===== config.mk =====
export PLATFORM = sky130hd
export DESIGN_NAME = tile_layer_pixel_address
export DESIGN_NICKNAME = d
export VERILOG_FILES = /design/src/design/tlpa_pkg.sv /design/src/design/tile_layer_pixel_address.sv /design/src/design/tlpa_cfg.sv /design/src/design/tlpa_front.sv /design/src/design/tlpa_div.sv /design/src/design/tlpa_back.sv
export SDC_FILE = /design/constraint.sdc
export NUM_CORES = 2
export LEC_CHECK = 0
export ABC_AREA = 1
export BUFFER_PORTS_ARGS = -buffer_cell sky130_fd_sc_hd__buf_2
export CORE_MARGIN = 2
export CORE_UTILIZATION = 53
export CTS_CLUSTER_SIZE = 30
export DETAILED_ROUTE_END_ITERATION = 12
export PLACE_DENSITY = 0.79
export SLEW_MARGIN = 20
export SYNTH_ARGS = -nofsm -noshare
export SYNTH_HDL_FRONTEND = slang
export SYNTH_HIERARCHICAL = 1
export SYNTH_SLANG_ARGS = --single-unit

===== constraint.sdc =====
create_clock -name clk -period 42.8 [get_ports clk]
set_clock_uncertainty 0.2 [all_clocks]
set_input_delay 4.28 -clock clk [delete_from_list [all_inputs] [get_ports clk]]
set_output_delay 4.28 -clock clk [all_outputs]
set_load 0.01 [all_outputs]

===== src/design/tlpa_pkg.sv =====
// Shared widths, register indexes, mode codes and payload types of the tile layer address unit.
package tlpa_pkg;

  localparam int SIZE_W        = 13;
  localparam int POS_W         = 16;
  localparam int PIX_W         = 12;
  localparam int CFG_W         = 14;
  localparam int IDX_W         = 3;
  localparam int OFS_W         = 14;
  localparam int DIV_W         = 14;
  localparam int REM_W         = 13;
  localparam int ALPHA_W       = 8;
  localparam int LANES         = 4;
  localparam int MAX_SIZE      = 4096;
  localparam int FEATHER_WIDTH = 4;
  localparam int ALPHA_FULL    = 255;

  localparam logic [IDX_W-1:0] REG_CANVAS_WIDTH  = 3'd0;
  localparam logic [IDX_W-1:0] REG_CANVAS_HEIGHT = 3'd1;
  localparam logic [IDX_W-1:0] REG_TILE_WIDTH    = 3'd2;
  localparam logic [IDX_W-1:0] REG_TILE_HEIGHT   = 3'd3;
  localparam logic [IDX_W-1:0] REG_OFFSET_X      = 3'd4;
  localparam logic [IDX_W-1:0] REG_OFFSET_Y      = 3'd5;
  localparam logic [IDX_W-1:0] REG_ANCHOR_MODE   = 3'd6;
  localparam logic [IDX_W-1:0] REG_LAYOUT_MODE   = 3'd7;

  localparam logic [2:0] ANCHOR_TOP_LEFT     = 3'd1;
  localparam logic [2:0] ANCHOR_TOP_RIGHT    = 3'd2;
  localparam logic [2:0] ANCHOR_BOTTOM_LEFT  = 3'd3;
  localparam logic [2:0] ANCHOR_BOTTOM_RIGHT = 3'd4;

  localparam logic [1:0] LAYOUT_SINGLE = 2'd0;
  localparam logic [1:0] LAYOUT_CLAMP  = 2'd1;
  localparam logic [1:0] LAYOUT_REPEAT = 2'd2;
  localparam logic [1:0] LAYOUT_MIRROR = 2'd3;

  localparam logic [1:0] DIR_X_ONLY = 2'd1;
  localparam logic [1:0] DIR_Y_ONLY = 2'd2;

  // Divider lanes: position and anchor numerators for each axis.
  localparam int LANE_X_POS = 0;
  localparam int LANE_X_ANC = 1;
  localparam int LANE_Y_POS = 2;
  localparam int LANE_Y_ANC = 3;

  typedef struct packed {
    logic [PIX_W-1:0] pixel_x;
    logic [PIX_W-1:0] pixel_y;
  } in_t;

  typedef struct packed {
    logic               covered;
    logic [PIX_W-1:0]   source_x;
    logic [PIX_W-1:0]   source_y;
    logic [ALPHA_W-1:0] edge_alpha;
  } out_t;

  typedef struct packed {
    logic [SIZE_W-1:0]       cw;
    logic [SIZE_W-1:0]       ch;
    logic [SIZE_W-1:0]       tw;
    logic [SIZE_W-1:0]       th;
    logic signed [POS_W-1:0] ax;
    logic signed [POS_W-1:0] ay;
    logic                    clamp;
    logic                    tiled;
    logic                    mirror;
    logic                    tiled_x;
    logic                    tiled_y;
    logic                    feather;
  } cfg_t;

  typedef struct packed {
    logic [DIV_W-1:0] mag;
    logic             neg;
    logic [REM_W-1:0] rem;
    logic             q0;
  } lane_t;

  typedef struct packed {
    logic               on_canvas;
    logic [ALPHA_W-1:0] alpha;
    logic               inx;
    logic               iny;
    logic               x_lt;
    logic               x_ge;
    logic               y_lt;
    logic               y_ge;
    logic               meet;
    logic [PIX_W-1:0]   sx_lin;
    logic [PIX_W-1:0]   sy_lin;
  } ctx_t;

  typedef struct packed {
    lane_t [LANES-1:0] lanes;
    ctx_t              ctx;
  } div_t;

endpackage


===== src/design/tile_layer_pixel_address.sv =====
// Top level of the tile layer pixel address unit.
//
// For each canvas pixel (pixel_x, pixel_y) transferred on the input channel, the block
// returns one result on the output channel: whether a pixel of the placed image lands
// there, which image column and row it is, and the feather alpha of the canvas border.
// Both channels transfer when valid is high and stall is low; a stalled result holds.
//
// Throughput is one pixel per clock while the receiver does not stall. Between an
// input transfer and the result being offered lie two front stages, one stage per
// quotient bit of the 14 bit tile index divider (four lanes in parallel), and the
// output register.
//
// When the receiver stalls, every stage holding an item freezes while empty stages
// ahead of it keep filling, so bubbles are squeezed out and the input is stalled only
// once the whole pipeline is full. Nothing is dropped or repeated.
//
// Reset clears all valid bits and loads the register reset values: sizes of one, zero
// offsets, centre anchor, single placement. The user must make configuration writes
// only while the block holds no items; the block itself does not enforce this.
module tile_layer_pixel_address import tlpa_pkg::*; (
  input  logic             clk,
  input  logic             rst,
  input  logic             cfg_write,
  input  logic [IDX_W-1:0] cfg_index,
  input  logic [CFG_W-1:0] cfg_data,
  input  logic             in_valid,
  output logic             in_stall,
  input  in_t              in_data,
  output logic             out_valid,
  input  logic             out_stall,
  output out_t             out_data
);

  cfg_t cfg;
  logic front_ready, div_valid, div_ready, back_valid, back_ready;
  div_t front_data, div_data;

  tlpa_cfg u_cfg (
    .clk       (clk),
    .rst       (rst),
    .cfg_write (cfg_write),
    .cfg_index (cfg_index),
    .cfg_data  (cfg_data),
    .cfg       (cfg)
  );

  tlpa_front u_front (
    .clk      (clk),
    .rst      (rst),
    .cfg      (cfg),
    .in_valid (in_valid),
    .up_ready (front_ready),
    .in_data  (in_data),
    .dn_valid (div_valid),
    .dn_ready (div_ready),
    .dn_data  (front_data)
  );

  tlpa_div u_div (
    .clk      (clk),
    .rst      (rst),
    .cfg      (cfg),
    .up_valid (div_valid),
    .up_ready (div_ready),
    .up_data  (front_data),
    .dn_valid (back_valid),
    .dn_ready (back_ready),
    .dn_data  (div_data)
  );

  tlpa_back u_back (
    .clk       (clk),
    .rst       (rst),
    .cfg       (cfg),
    .up_valid  (back_valid),
    .up_ready  (back_ready),
    .up_data   (div_data),
    .out_valid (out_valid),
    .out_stall (out_stall),
    .out_data  (out_data)
  );

  assign in_stall = !front_ready;

endmodule


===== src/design/tlpa_cfg.sv =====
// Configuration registers and the derived sizes, anchor position and mode decode.
module tlpa_cfg import tlpa_pkg::*; (
  input  logic             clk,
  input  logic             rst,
  input  logic             cfg_write,
  input  logic [IDX_W-1:0] cfg_index,
  input  logic [CFG_W-1:0] cfg_data,
  output cfg_t             cfg
);

  logic [SIZE_W-1:0]       canvas_width, canvas_height, tile_width, tile_height;
  logic signed [OFS_W-1:0] offset_x, offset_y;
  logic [2:0]              anchor_mode;
  logic [4:0]              layout_mode;

  logic [SIZE_W-1:0]       cw1, ch1, tw1, th1;
  logic signed [OFS_W-1:0] ox1, oy1;
  logic [2:0]              anc1;
  logic                    clamp1, tiled1, mirror1, tx1, ty1, feather1;

  logic signed [POS_W-1:0] dw, dh, rw, rh, hw, hh, ax_next, ay_next;

  function automatic logic [SIZE_W-1:0] size_of(logic [SIZE_W-1:0] v);
    logic [SIZE_W-1:0] r;
    r = v;
    if (v == '0) begin
      r = SIZE_W'(1);
    end else if (v > SIZE_W'(MAX_SIZE)) begin
      r = SIZE_W'(MAX_SIZE);
    end
    return r;
  endfunction

  always_ff @(posedge clk) begin
    if (rst) begin
      canvas_width  <= SIZE_W'(1);
      canvas_height <= SIZE_W'(1);
      tile_width    <= SIZE_W'(1);
      tile_height   <= SIZE_W'(1);
      offset_x      <= '0;
      offset_y      <= '0;
      anchor_mode   <= '0;
      layout_mode   <= '0;
    end else if (cfg_write) begin
      unique case (cfg_index)
        REG_CANVAS_WIDTH:  canvas_width  <= cfg_data[SIZE_W-1:0];
        REG_CANVAS_HEIGHT: canvas_height <= cfg_data[SIZE_W-1:0];
        REG_TILE_WIDTH:    tile_width    <= cfg_data[SIZE_W-1:0];
        REG_TILE_HEIGHT:   tile_height   <= cfg_data[SIZE_W-1:0];
        REG_OFFSET_X:      offset_x      <= cfg_data[OFS_W-1:0];
        REG_OFFSET_Y:      offset_y      <= cfg_data[OFS_W-1:0];
        REG_ANCHOR_MODE:   anchor_mode   <= cfg_data[2:0];
        REG_LAYOUT_MODE:   layout_mode   <= cfg_data[4:0];
      endcase
    end
  end

  // First derived stage: clamped sizes and decoded layout.
  always_ff @(posedge clk) begin
    if (rst) begin
      cw1 <= SIZE_W'(1);
      ch1 <= SIZE_W'(1);
      tw1 <= SIZE_W'(1);
      th1 <= SIZE_W'(1);
      ox1 <= '0;
      oy1 <= '0;
      anc1 <= '0;
      clamp1 <= 1'b0;
      tiled1 <= 1'b0;
      mirror1 <= 1'b0;
      tx1 <= 1'b1;
      ty1 <= 1'b1;
      feather1 <= 1'b0;
    end else begin
      cw1 <= size_of(canvas_width);
      ch1 <= size_of(canvas_height);
      tw1 <= size_of(tile_width);
      th1 <= size_of(tile_height);
      ox1 <= offset_x;
      oy1 <= offset_y;
      anc1 <= anchor_mode;
      clamp1 <= (layout_mode[1:0] == LAYOUT_CLAMP);
      tiled1 <= (layout_mode[1:0] == LAYOUT_REPEAT) || (layout_mode[1:0] == LAYOUT_MIRROR);
      mirror1 <= (layout_mode[1:0] == LAYOUT_MIRROR);
      tx1 <= (layout_mode[3:2] != DIR_Y_ONLY);
      ty1 <= (layout_mode[3:2] != DIR_X_ONLY);
      feather1 <= layout_mode[4];
    end
  end

  // Centre anchoring halves the size difference, truncating toward zero.
  always_comb begin
    dw = $signed(POS_W'(cw1)) - $signed(POS_W'(tw1));
    dh = $signed(POS_W'(ch1)) - $signed(POS_W'(th1));
    rw = dw + $signed({{(POS_W-1){1'b0}}, dw[POS_W-1]});
    rh = dh + $signed({{(POS_W-1){1'b0}}, dh[POS_W-1]});
    hw = rw >>> 1;
    hh = rh >>> 1;
    unique case (anc1)
      ANCHOR_TOP_LEFT: begin
        ax_next = '0;
        ay_next = '0;
      end
      ANCHOR_TOP_RIGHT: begin
        ax_next = dw;
        ay_next = '0;
      end
      ANCHOR_BOTTOM_LEFT: begin
        ax_next = '0;
        ay_next = dh;
      end
      ANCHOR_BOTTOM_RIGHT: begin
        ax_next = dw;
        ay_next = dh;
      end
      default: begin
        ax_next = hw;
        ay_next = hh;
      end
    endcase
    ax_next = ax_next + POS_W'(ox1);
    ay_next = ay_next + POS_W'(oy1);
  end

  always_ff @(posedge clk) begin
    if (rst) begin
      cfg <= '{cw: SIZE_W'(1), ch: SIZE_W'(1), tw: SIZE_W'(1), th: SIZE_W'(1),
               ax: '0, ay: '0, clamp: 1'b0, tiled: 1'b0, mirror: 1'b0,
               tiled_x: 1'b1, tiled_y: 1'b1, feather: 1'b0};
    end else begin
      cfg.cw <= cw1;
      cfg.ch <= ch1;
      cfg.tw <= tw1;
      cfg.th <= th1;
      cfg.ax <= ax_next;
      cfg.ay <= ay_next;
      cfg.clamp <= clamp1;
      cfg.tiled <= tiled1;
      cfg.mirror <= mirror1;
      cfg.tiled_x <= tx1;
      cfg.tiled_y <= ty1;
      cfg.feather <= feather1;
    end
  end

endmodule


===== src/design/tlpa_front.sv =====
// Front stages: positions relative to the anchor, placement flags, feather alpha, divider setup.
module tlpa_front import tlpa_pkg::*; (
  input  logic clk,
  input  logic rst,
  input  cfg_t cfg,
  input  logic in_valid,
  output logic up_ready,
  input  in_t  in_data,
  output logic dn_valid,
  input  logic dn_ready,
  output div_t dn_data
);

  logic signed [POS_W-1:0] px, py, twx, thx, cwx, chx;
  logic signed [POS_W-1:0] n1x_c, n1y_c;
  logic [SIZE_W-1:0]       ex, ey, dxy, dxe, d_c;

  logic                    v1, v2, ld1, ld2;
  logic signed [POS_W-1:0] n1x, n1y, n2x, n2y;
  logic [SIZE_W-1:0]       d1;
  logic                    on_canvas1, inx1, iny1, xlt1, xge1, ylt1, yge1, meet1;

  logic [SIZE_W+ALPHA_W-1:0] prod;
  logic [ALPHA_W-1:0]        alpha_c;
  div_t                      nx2;

  assign ld2      = !v2 || dn_ready;
  assign ld1      = !v1 || ld2;
  assign up_ready = ld1;
  assign dn_valid = v2;

  always_comb begin
    px    = $signed(POS_W'(in_data.pixel_x));
    py    = $signed(POS_W'(in_data.pixel_y));
    twx   = $signed(POS_W'(cfg.tw));
    thx   = $signed(POS_W'(cfg.th));
    cwx   = $signed(POS_W'(cfg.cw));
    chx   = $signed(POS_W'(cfg.ch));
    n1x_c = px - cfg.ax;
    n1y_c = py - cfg.ay;
    // Distances to the far edges wrap outside the canvas; alpha is forced to zero there.
    ex    = cfg.cw - SIZE_W'(1) - SIZE_W'(in_data.pixel_x);
    ey    = cfg.ch - SIZE_W'(1) - SIZE_W'(in_data.pixel_y);
    dxy   = (in_data.pixel_x < in_data.pixel_y) ? SIZE_W'(in_data.pixel_x)
                                                : SIZE_W'(in_data.pixel_y);
    dxe   = (ex < ey) ? ex : ey;
    d_c   = (dxy < dxe) ? dxy : dxe;
  end

  always_ff @(posedge clk) begin
    if (rst) begin
      v1 <= 1'b0;
      v2 <= 1'b0;
    end else begin
      if (ld1) begin
        v1 <= in_valid;
      end
      if (ld2) begin
        v2 <= v1;
      end
    end
  end

  always_ff @(posedge clk) begin
    if (ld1) begin
      n1x        <= n1x_c;
      n1y        <= n1y_c;
      n2x        <= -cfg.ax;
      n2y        <= -cfg.ay;
      d1         <= d_c;
      on_canvas1 <= (SIZE_W'(in_data.pixel_x) < cfg.cw) &&
                    (SIZE_W'(in_data.pixel_y) < cfg.ch);
      inx1       <= (n1x_c >= 0) && (n1x_c < twx);
      iny1       <= (n1y_c >= 0) && (n1y_c < thx);
      xlt1       <= (n1x_c < 0);
      xge1       <= (n1x_c >= twx);
      ylt1       <= (n1y_c < 0);
      yge1       <= (n1y_c >= thx);
      meet1      <= (cfg.ax < cwx) && (cfg.ax + twx > 0) && (cfg.ay < chx) && (cfg.ay + thx > 0);
    end
  end

  function automatic lane_t lane_init(logic signed [POS_W-1:0] n);
    lane_t l;
    logic signed [POS_W-1:0] m;
    m     = (n < 0) ? -n : n;
    l.mag = m[DIV_W-1:0];
    l.neg = (n < 0);
    l.rem = '0;
    l.q0  = 1'b0;
    return l;
  endfunction

  always_comb begin
    prod = (SIZE_W+ALPHA_W)'(d1) * (SIZE_W+ALPHA_W)'(ALPHA_FULL);
    if (!on_canvas1) begin
      alpha_c = '0;
    end else if (!cfg.feather || d1 >= SIZE_W'(FEATHER_WIDTH)) begin
      alpha_c = ALPHA_W'(ALPHA_FULL);
    end else begin
      alpha_c = ALPHA_W'(prod / FEATHER_WIDTH);
    end
    nx2.lanes[LANE_X_POS] = lane_init(n1x);
    nx2.lanes[LANE_X_ANC] = lane_init(n2x);
    nx2.lanes[LANE_Y_POS] = lane_init(n1y);
    nx2.lanes[LANE_Y_ANC] = lane_init(n2y);
    nx2.ctx.on_canvas = on_canvas1;
    nx2.ctx.alpha  = alpha_c;
    nx2.ctx.inx    = inx1;
    nx2.ctx.iny    = iny1;
    nx2.ctx.x_lt   = xlt1;
    nx2.ctx.x_ge   = xge1;
    nx2.ctx.y_lt   = ylt1;
    nx2.ctx.y_ge   = yge1;
    nx2.ctx.meet   = meet1;
    nx2.ctx.sx_lin = n1x[PIX_W-1:0];
    nx2.ctx.sy_lin = n1y[PIX_W-1:0];
  end

  always_ff @(posedge clk) begin
    if (ld2) begin
      dn_data <= nx2;
    end
  end

endmodule


===== src/design/tlpa_div.sv =====
// Pipelined restoring divider: one quotient bit per stage on four lanes at once.
module tlpa_div import tlpa_pkg::*; (
  input  logic clk,
  input  logic rst,
  input  cfg_t cfg,
  input  logic up_valid,
  output logic up_ready,
  input  div_t up_data,
  output logic dn_valid,
  input  logic dn_ready,
  output div_t dn_data
);

  div_t             st  [DIV_W];
  div_t             src [DIV_W];
  div_t             nx  [DIV_W];
  logic [DIV_W-1:0] v, ld, pv;

  always_comb begin
    ld[DIV_W-1] = !v[DIV_W-1] || dn_ready;
    for (int j = DIV_W - 2; j >= 0; j--) begin
      ld[j] = !v[j] || ld[j+1];
    end
  end

  assign up_ready = ld[0];
  assign dn_valid = v[DIV_W-1];
  assign dn_data  = st[DIV_W-1];
  assign pv       = {v[DIV_W-2:0], up_valid};

  always_comb begin
    logic [REM_W:0]    trial;
    logic [SIZE_W-1:0] dv;
    src[0] = up_data;
    for (int j = 1; j < DIV_W; j++) begin
      src[j] = st[j-1];
    end
    for (int j = 0; j < DIV_W; j++) begin
      nx[j] = src[j];
      for (int l = 0; l < LANES; l++) begin
        dv    = (l >= LANE_Y_POS) ? cfg.th : cfg.tw;
        trial = {src[j].lanes[l].rem, src[j].lanes[l].mag[DIV_W-1-j]};
        if (trial >= {1'b0, dv}) begin
          nx[j].lanes[l].rem = REM_W'(trial - {1'b0, dv});
          nx[j].lanes[l].q0  = 1'b1;
        end else begin
          nx[j].lanes[l].rem = trial[REM_W-1:0];
          nx[j].lanes[l].q0  = 1'b0;
        end
      end
    end
  end

  always_ff @(posedge clk) begin
    if (rst) begin
      v <= '0;
    end else begin
      for (int j = 0; j < DIV_W; j++) begin
        if (ld[j]) begin
          v[j] <= pv[j];
        end
      end
    end
  end

  always_ff @(posedge clk) begin
    for (int j = 0; j < DIV_W; j++) begin
      if (ld[j]) begin
        st[j] <= nx[j];
      end
    end
  end

endmodule


===== src/design/tlpa_back.sv =====
// Result stage: floor correction, mirroring, layout selection and the output register.
module tlpa_back import tlpa_pkg::*; (
  input  logic clk,
  input  logic rst,
  input  cfg_t cfg,
  input  logic up_valid,
  output logic up_ready,
  input  div_t up_data,
  output logic out_valid,
  input  logic out_stall,
  output out_t out_data
);

  logic              ld;
  logic [SIZE_W:0]   rx, ry;
  out_t              res;
  ctx_t              c;

  // Returns {hit, source coordinate} for one axis.
  function automatic logic [SIZE_W:0] axis_src(lane_t pos, lane_t anc, logic tiled,
                                               logic mirror, logic inr,
                                               logic [PIX_W-1:0] lin,
                                               logic [SIZE_W-1:0] size);
    logic              wrap1, wrap2, par1, par2, k;
    logic [SIZE_W-1:0] r, s;
    wrap1 = pos.neg && (pos.rem != '0);
    wrap2 = anc.neg && (anc.rem != '0);
    r     = wrap1 ? size - pos.rem : pos.rem;
    par1  = wrap1 ? !pos.q0 : pos.q0;
    par2  = wrap2 ? !anc.q0 : anc.q0;
    if (tiled) begin
      k = par1 ^ par2;
      s = r;
    end else begin
      k = par2;
      s = SIZE_W'(lin);
    end
    if (mirror && k) begin
      s = size - SIZE_W'(1) - s;
    end
    return {tiled || inr, s};
  endfunction

  assign ld       = !out_valid || !out_stall;
  assign up_ready = ld;
  assign c        = up_data.ctx;

  always_comb begin
    rx  = axis_src(up_data.lanes[LANE_X_POS], up_data.lanes[LANE_X_ANC], cfg.tiled_x,
                   cfg.mirror, c.inx, c.sx_lin, cfg.tw);
    ry  = axis_src(up_data.lanes[LANE_Y_POS], up_data.lanes[LANE_Y_ANC], cfg.tiled_y,
                   cfg.mirror, c.iny, c.sy_lin, cfg.th);
    res = '0;
    res.edge_alpha = c.alpha;
    if (c.on_canvas) begin
      if (!cfg.tiled) begin
        if (c.inx && c.iny) begin
          res.covered  = 1'b1;
          res.source_x = c.sx_lin;
          res.source_y = c.sy_lin;
        end else if (cfg.clamp && c.meet) begin
          priority if (c.iny && c.x_lt) begin
            res.covered  = 1'b1;
            res.source_y = c.sy_lin;
          end else if (c.iny && c.x_ge) begin
            res.covered  = 1'b1;
            res.source_x = PIX_W'(cfg.tw - SIZE_W'(1));
            res.source_y = c.sy_lin;
          end else if (c.inx && c.y_lt) begin
            res.covered  = 1'b1;
            res.source_x = c.sx_lin;
          end else if (c.inx && c.y_ge) begin
            res.covered  = 1'b1;
            res.source_x = c.sx_lin;
            res.source_y = PIX_W'(cfg.th - SIZE_W'(1));
          end else begin
            res.covered  = 1'b0;
          end
        end
      end else if (rx[SIZE_W] && ry[SIZE_W]) begin
        res.covered  = 1'b1;
        res.source_x = rx[PIX_W-1:0];
        res.source_y = ry[PIX_W-1:0];
      end
    end
  end

  always_ff @(posedge clk) begin
    if (rst) begin
      out_valid <= 1'b0;
    end else if (ld) begin
      out_valid <= up_valid;
    end
  end

  always_ff @(posedge clk) begin
    if (ld) begin
      out_data <= res;
    end
  end

endmodule

## After elaboration in Yosys (flattened, before gate mapping)

Memory sizes are Yosys's and may differ from the RTL's.
Index checks and enable logic that the tools add are counted.

- Flip-flop bits (word level): 502
- Bits in writable memories: 2,184
- Bits of input ports: 46
- Output and inout port bits: 35
- Word-level logic and storage cells: 489
- Memories: 1

Memories:

| memory | words | bits a word | read ports | clocked after Yosys merged registers in | wr ports | RTL line | RTL |
|---|---|---|---|---|---|---|---|
| u_div.st | 14 | 156 | 14 | 0 | 14 | tlpa_div.sv:14 | `div_t st [DIV_W];` |

- Add/subtract/negate cells: 82
- $mul: 1
- Order comparisons: 82
- Eq/ne operators: 16
- Multiplexer cells: 122
- Bitwise logic cells: 2
- Reductions and logical operators: 93

Operator list:

| operator | count |
|---|---|
| two-way mux 14 bit | 60 |
| >= comparator 14 x 13 -> 1 bit | 52 |
| subtractor 13 bit | 52 |
| two-way mux 25 bit | 5 |
| two-way mux 12 bit | 10 |
| < comparator 16 x 1 -> 1 bit, second input constant | 6 |
| two-way mux 13 bit | 7 |
| greater-than comparator 32 x 1 -> 1 bit, second input constant | 2 |
| < comparator 16 x 14 -> 1 bit | 4 |
| case mux 16 bit (2 select lines) | 2 |
| negator 14 bit | 4 |
| >= comparator 1 x 13 -> 1 bit | 4 |
| greater-than comparator 13 bit, second input constant | 4 |
| logical NOT 13 bit | 4 |
| nonzero test 13 bit | 4 |
| subtractor 1 x 13 -> 13 bit | 4 |
| subtractor 12 bit | 4 |
| two-way mux 1 bit | 36 |
| adder 16 x 14 -> 17 bit | 2 |
| adder 16 x 14 -> 16 bit | 2 |
| adder 16 x 2 -> 16 bit | 2 |
| >= comparator 16 x 1 -> 1 bit, second input constant | 2 |
| >= comparator 16 x 14 -> 1 bit | 2 |
| negator 16 bit | 2 |
| other kinds (27) | 122 |

## Logic depth before layout (Yosys ltp)

- Depth in word-level cells: 19
- Mapped depth: 36
- Gate-level depth less buffers: 33

## Modules after synthesis

The synthesis kept the hierarchy.

Modules (own cells, without submodules):

| module | times used | cells an instance | area each (um^2) | seq. area each (um^2) |
|---|---|---|---|---|
| tlpa_div | 1 | 9,371 | 107,613.2 | 64,301.7 |
| tlpa_front | 1 | 1,745 | 15,323.4 | 5,295.1 |
| tlpa_cfg | 1 | 1,570 | 11,696.2 | 5,345.1 |
| tlpa_back | 1 | 863 | 5,559.1 | 1,011.0 |
| tile_layer_pixel_address | 1 | 1 | 3.8 | 0.0 |

## Worst setup path before layout

OpenSTA, ideal clock, no wires.

- Kind: in2out
- Start point: input out_stall
- End point: output in_stall
- Arrival time: 20.795 ns
- Required time: 38.320 ns
- Setup slack: 17.525 ns
- Cell stages on the path: 12
- Path buffers: 0
- Path through: nand2_1 inv_1 nand3_2 nor2_2 nand4_2 nor2_2 nand4_2 nor2_4 nand4_2 inv_1 nand3_1 inv_1

- Word-level cells in the longest chain between the ends: 19

Ends and longest elaborated chain:

| element | RTL line | RTL |
|---|---|---|
| start, declared | tile_layer_pixel_address.sv:30 | `input logic out_stall,` |
| logical NOT 1 bit | tlpa_back.sv:44 | `assign ld = !out_valid \|\| !out_stall;` |
| logical OR 1 bit | tlpa_back.sv:44 |  |
| logical OR 1 bit | tlpa_div.sv:20 | `ld[DIV_W-1] = !v[DIV_W-1] \|\| dn_ready;` |
| logical OR 1 bit | tlpa_div.sv:22 | `ld[j] = !v[j] \|\| ld[j+1];` |
| named net u_div.ld[12] | tlpa_div.sv:17 | `logic [DIV_W-1:0] v, ld, pv;` |
| logical OR 1 bit (4 in a row) | tlpa_div.sv:22 |  |
| named net u_div.ld[8] | tlpa_div.sv:17 |  |
| logical OR 1 bit (4 in a row) | tlpa_div.sv:22 |  |
| named net u_div.ld[4] | tlpa_div.sv:17 |  |
| logical OR 1 bit (4 in a row) | tlpa_div.sv:22 |  |
| named net div_ready | tile_layer_pixel_address.sv:35 | `logic front_ready, div_valid, div_ready, back_valid, back_ready;` |
| logical OR 1 bit | tlpa_front.sv:27 | `assign ld2 = !v2 \|\| dn_ready;` |
| logical OR 1 bit | tlpa_front.sv:28 | `assign ld1 = !v1 \|\| ld2;` |
| named net front_ready | tile_layer_pixel_address.sv:35 |  |
| logical NOT 1 bit | tile_layer_pixel_address.sv:83 | `assign in_stall = !front_ready;` |
| end, declared | tile_layer_pixel_address.sv:27 | `output logic in_stall,` |

The timed path passes the listed nets, and every way through them passes these cells.

## Final worst setup path

- Start point: input out_stall
- End point: output in_stall

- Word-level cells in the longest chain between the ends: 19

Ends and longest elaborated chain:

| element | RTL line |
|---|---|
| logical NOT 1 bit | tlpa_back.sv:44 |
| logical OR 1 bit | tlpa_back.sv:44 |
| named net back_ready | tile_layer_pixel_address.sv:35 |
| logical OR 1 bit | tlpa_div.sv:20 |
| logical OR 1 bit | tlpa_div.sv:22 |
| named net u_div.ld[12] | tlpa_div.sv:17 |
| logical OR 1 bit (4 in a row) | tlpa_div.sv:22 |
| named net u_div.ld[8] | tlpa_div.sv:17 |
| logical OR 1 bit (4 in a row) | tlpa_div.sv:22 |
| named net u_div.ld[4] | tlpa_div.sv:17 |
| logical OR 1 bit (4 in a row) | tlpa_div.sv:22 |
| named net div_ready | tile_layer_pixel_address.sv:35 |
| logical OR 1 bit | tlpa_front.sv:27 |
| logical OR 1 bit | tlpa_front.sv:28 |
| named net front_ready | tile_layer_pixel_address.sv:35 |
| logical NOT 1 bit | tile_layer_pixel_address.sv:83 |

The timed path passes the listed nets, and every way through them passes these cells.

==> flow_summary.yaml <==
run_status:
  status: "finished, final reports clean"
timing:
  finalSetupTns_ns: 0
  fin_crit_ns: 12.89
  setup_violations: 0
  rsz0062_at_grt: "false"
  holdWs_ns: 0.158
  final_hold_viol_count: 0
  clock.fmax_mhz: 77.6
  fin_crit_sh_pct: 30.1
  slew_viol_final: 0
  worst_slew_pin_slew_ns: 1.09
  timing.slew.headroom_pct: 27.2
layout:
  regArea_um2: 63400
  area_growth_pct: 8.92
  fin_nets: 14482
  final_common_cell: "nand2_1"
  fill_cells: 19387
  multi_input_area_um2: 56500
  final_cell_area_um2: 139000
  final_cell_mix: "2325 x nand2_1, 1920 x edfxtp_1, 1645 x inv_1"
  final_layout_size_suffix_gt1_share_pct: 7.85
  fin_cells: 16687
routing:
  routed_wl_mm: 294
  firstDrtPassIters: 10
  drtAntennaViolNets: 0
  wl_per_cell_um: 17.6
  vias: 91297
  via_per_inst: 5.47
  drc: 0
  drt-initial-drc-count: 7701
cts:
  cts_setup_buffers: 0
  tritoncts: "done"
  clockBufferDepth: 3
  ctsHtreeMaxLevel: 4
  clock_sink_count: 2204
  cts_resized: 0
  ctsHoldBuffers: 0
  clkLatencyLatePin_ns: 0.90
  cts-root-buf: "clkbuf_16"
  cts_made_buffers: 216
  path_clk_slew_ns: 0.06
critical_path:
  crit_type: "in -> out"
  cp_max_fo: 70
  crit_buf_inv: 7
  cp-end-kind: "primary output"
  worstPathCellList: "buf_2 > nand2_2 > buf_4 > inv_1 > nand3_4 > nor2_2 > nand4_4 > nor2_2 > nand4_4 > buf_4 > nor2_4 > nand4_4 > inv_1 > nand3_4 > inv_1 > buf_2"
  start_kind: "input port"
  cp.required_ns: 38.32
  slowest_stage: "nand3_4"
  cpPeakStageDelay_ns: 0.47
  crit_family: "simple AND/OR/NAND/NOR gates"
  critPathArrivalTime_ns: 8.41
floorplan:
  die-area_um2: 245000
  die_w_um: 495
  start_util_pct: 53.2
  io_pins: 81
  rows: 180
  die_y_um: 495
  core-area_um2: 240000
power_and_ir_drop:
  p_leak_nw: 60.2
  powerDensity_nw_per_um2: 77.4
  ir_worst_vdd_uv: 53.0
  totalPowerFinal_mw: 10.8
global_route:
  grt_busiest_layer: "met2"
  grt_pass1_wl_mm: 462
  antenna_found_initial: 12
  use_met2_pct: 40.7
  grt_usage_pct: 23.7
  grt_pass1_vias: 87820
  grt_max_degree: 97
  use_met3_pct: 3.01
  gr-total-overflow: 0
  met1_usage_pct: 30.3
placement:
  dp_cells: 16271
  gp_congestion: 0.913
  dp_hpwl_mm: 206
  io_buffers: 80
  place_area_um2: 131000
job:
  drv_cap: 0
synthesis:
  yosys_warnings: 6
  syn-instance-count: 13126
  synth_area_um2: 128000
  syn_avg_cell_area_um2: 9.72
min_path:
  hold_class: "reg -> reg"
-- state kept, by name, summed over array words and instances (netlist names), 14 cells and up --
register	flops
u_div/st	1712
u_front/n1y	15
u_cfg/ox1	14
u_front/n2x	15
u_cfg/oy1	14
u_cfg/cfg	90
u_cfg/offset_x	14
u_front/n1x	15
u_front/dn_data	96
u_cfg/offset_y	14
u_front/n2y	15
u_back/out_data	33
u_div/v	14
-- layer usage --
metal | up-vias | share of wire [%]
li1 | 45454 | -
met1 | 42483 | 42
met2 | 2772 | 48
met3 | 584 | 5.7
met4 | 4 | 4.0
met5 | - | 0.0078
-- worst reg2reg max path, delay by kind of cell, from the launching register on --
family          cells  cell delay, ns
compound gates     11            2.12
xor+xnor            1            0.33
fa+ha+maj           4            1.32
buf+inv             2            0.32
flops               1            0.34
simple gates       10            0.94
-- report_power, final --
| group | total [mW] | switching, mW | internal, mW |
|---|---|---|---|
| Combinational | 4.76 | 2.90 | 1.86 |
| Clock | 2.05 | 0.864 | 1.18 |
| Sequential | 3.95 | 0.431 | 3.51 |
-- final cells by class --
| type | instances | share of cell area [%] |
|---|---|---|
| sequential | 2204 | 45.6 |
| timing repair buffer | 148 | 0.660 |
| tap | 3185 | 2.87 |
| inverter | 1691 | 4.59 |
| clock inverter | 151 | 1.50 |
| antenna | 4 | 0.00720 |
| clock buffer | 261 | 4.14 |
| multi-input combinational | 9043 | 40.6 |
-- final timing paths --
path	start	end	slack, ns	cells after the start
worst max-delay path	out_stall	in_stall	29.91	16
worst min-delay path	u_div/st[0][153]	u_div/st[0][309]	0.16	0
worst max register to register	u_cfg/cfg[64]	u_front/d1[4]	36.95	28
worst min register to register	u_div/st[0][153]	u_div/st[0][309]	0.16	0
-- through the flow --
stage / util, % / setup slack, ns
6_report: 57.9 / 29.91
5_1_grt: 57.9 / 29.64
4_1_cts: 57.9 / 29.84
3_5_place_dp: 54.7 / 29.89
3_3_place_gp: 54.7 / 30.23
2_1_floorplan: - / 19.68
Power figures use the tool's default switching activity.
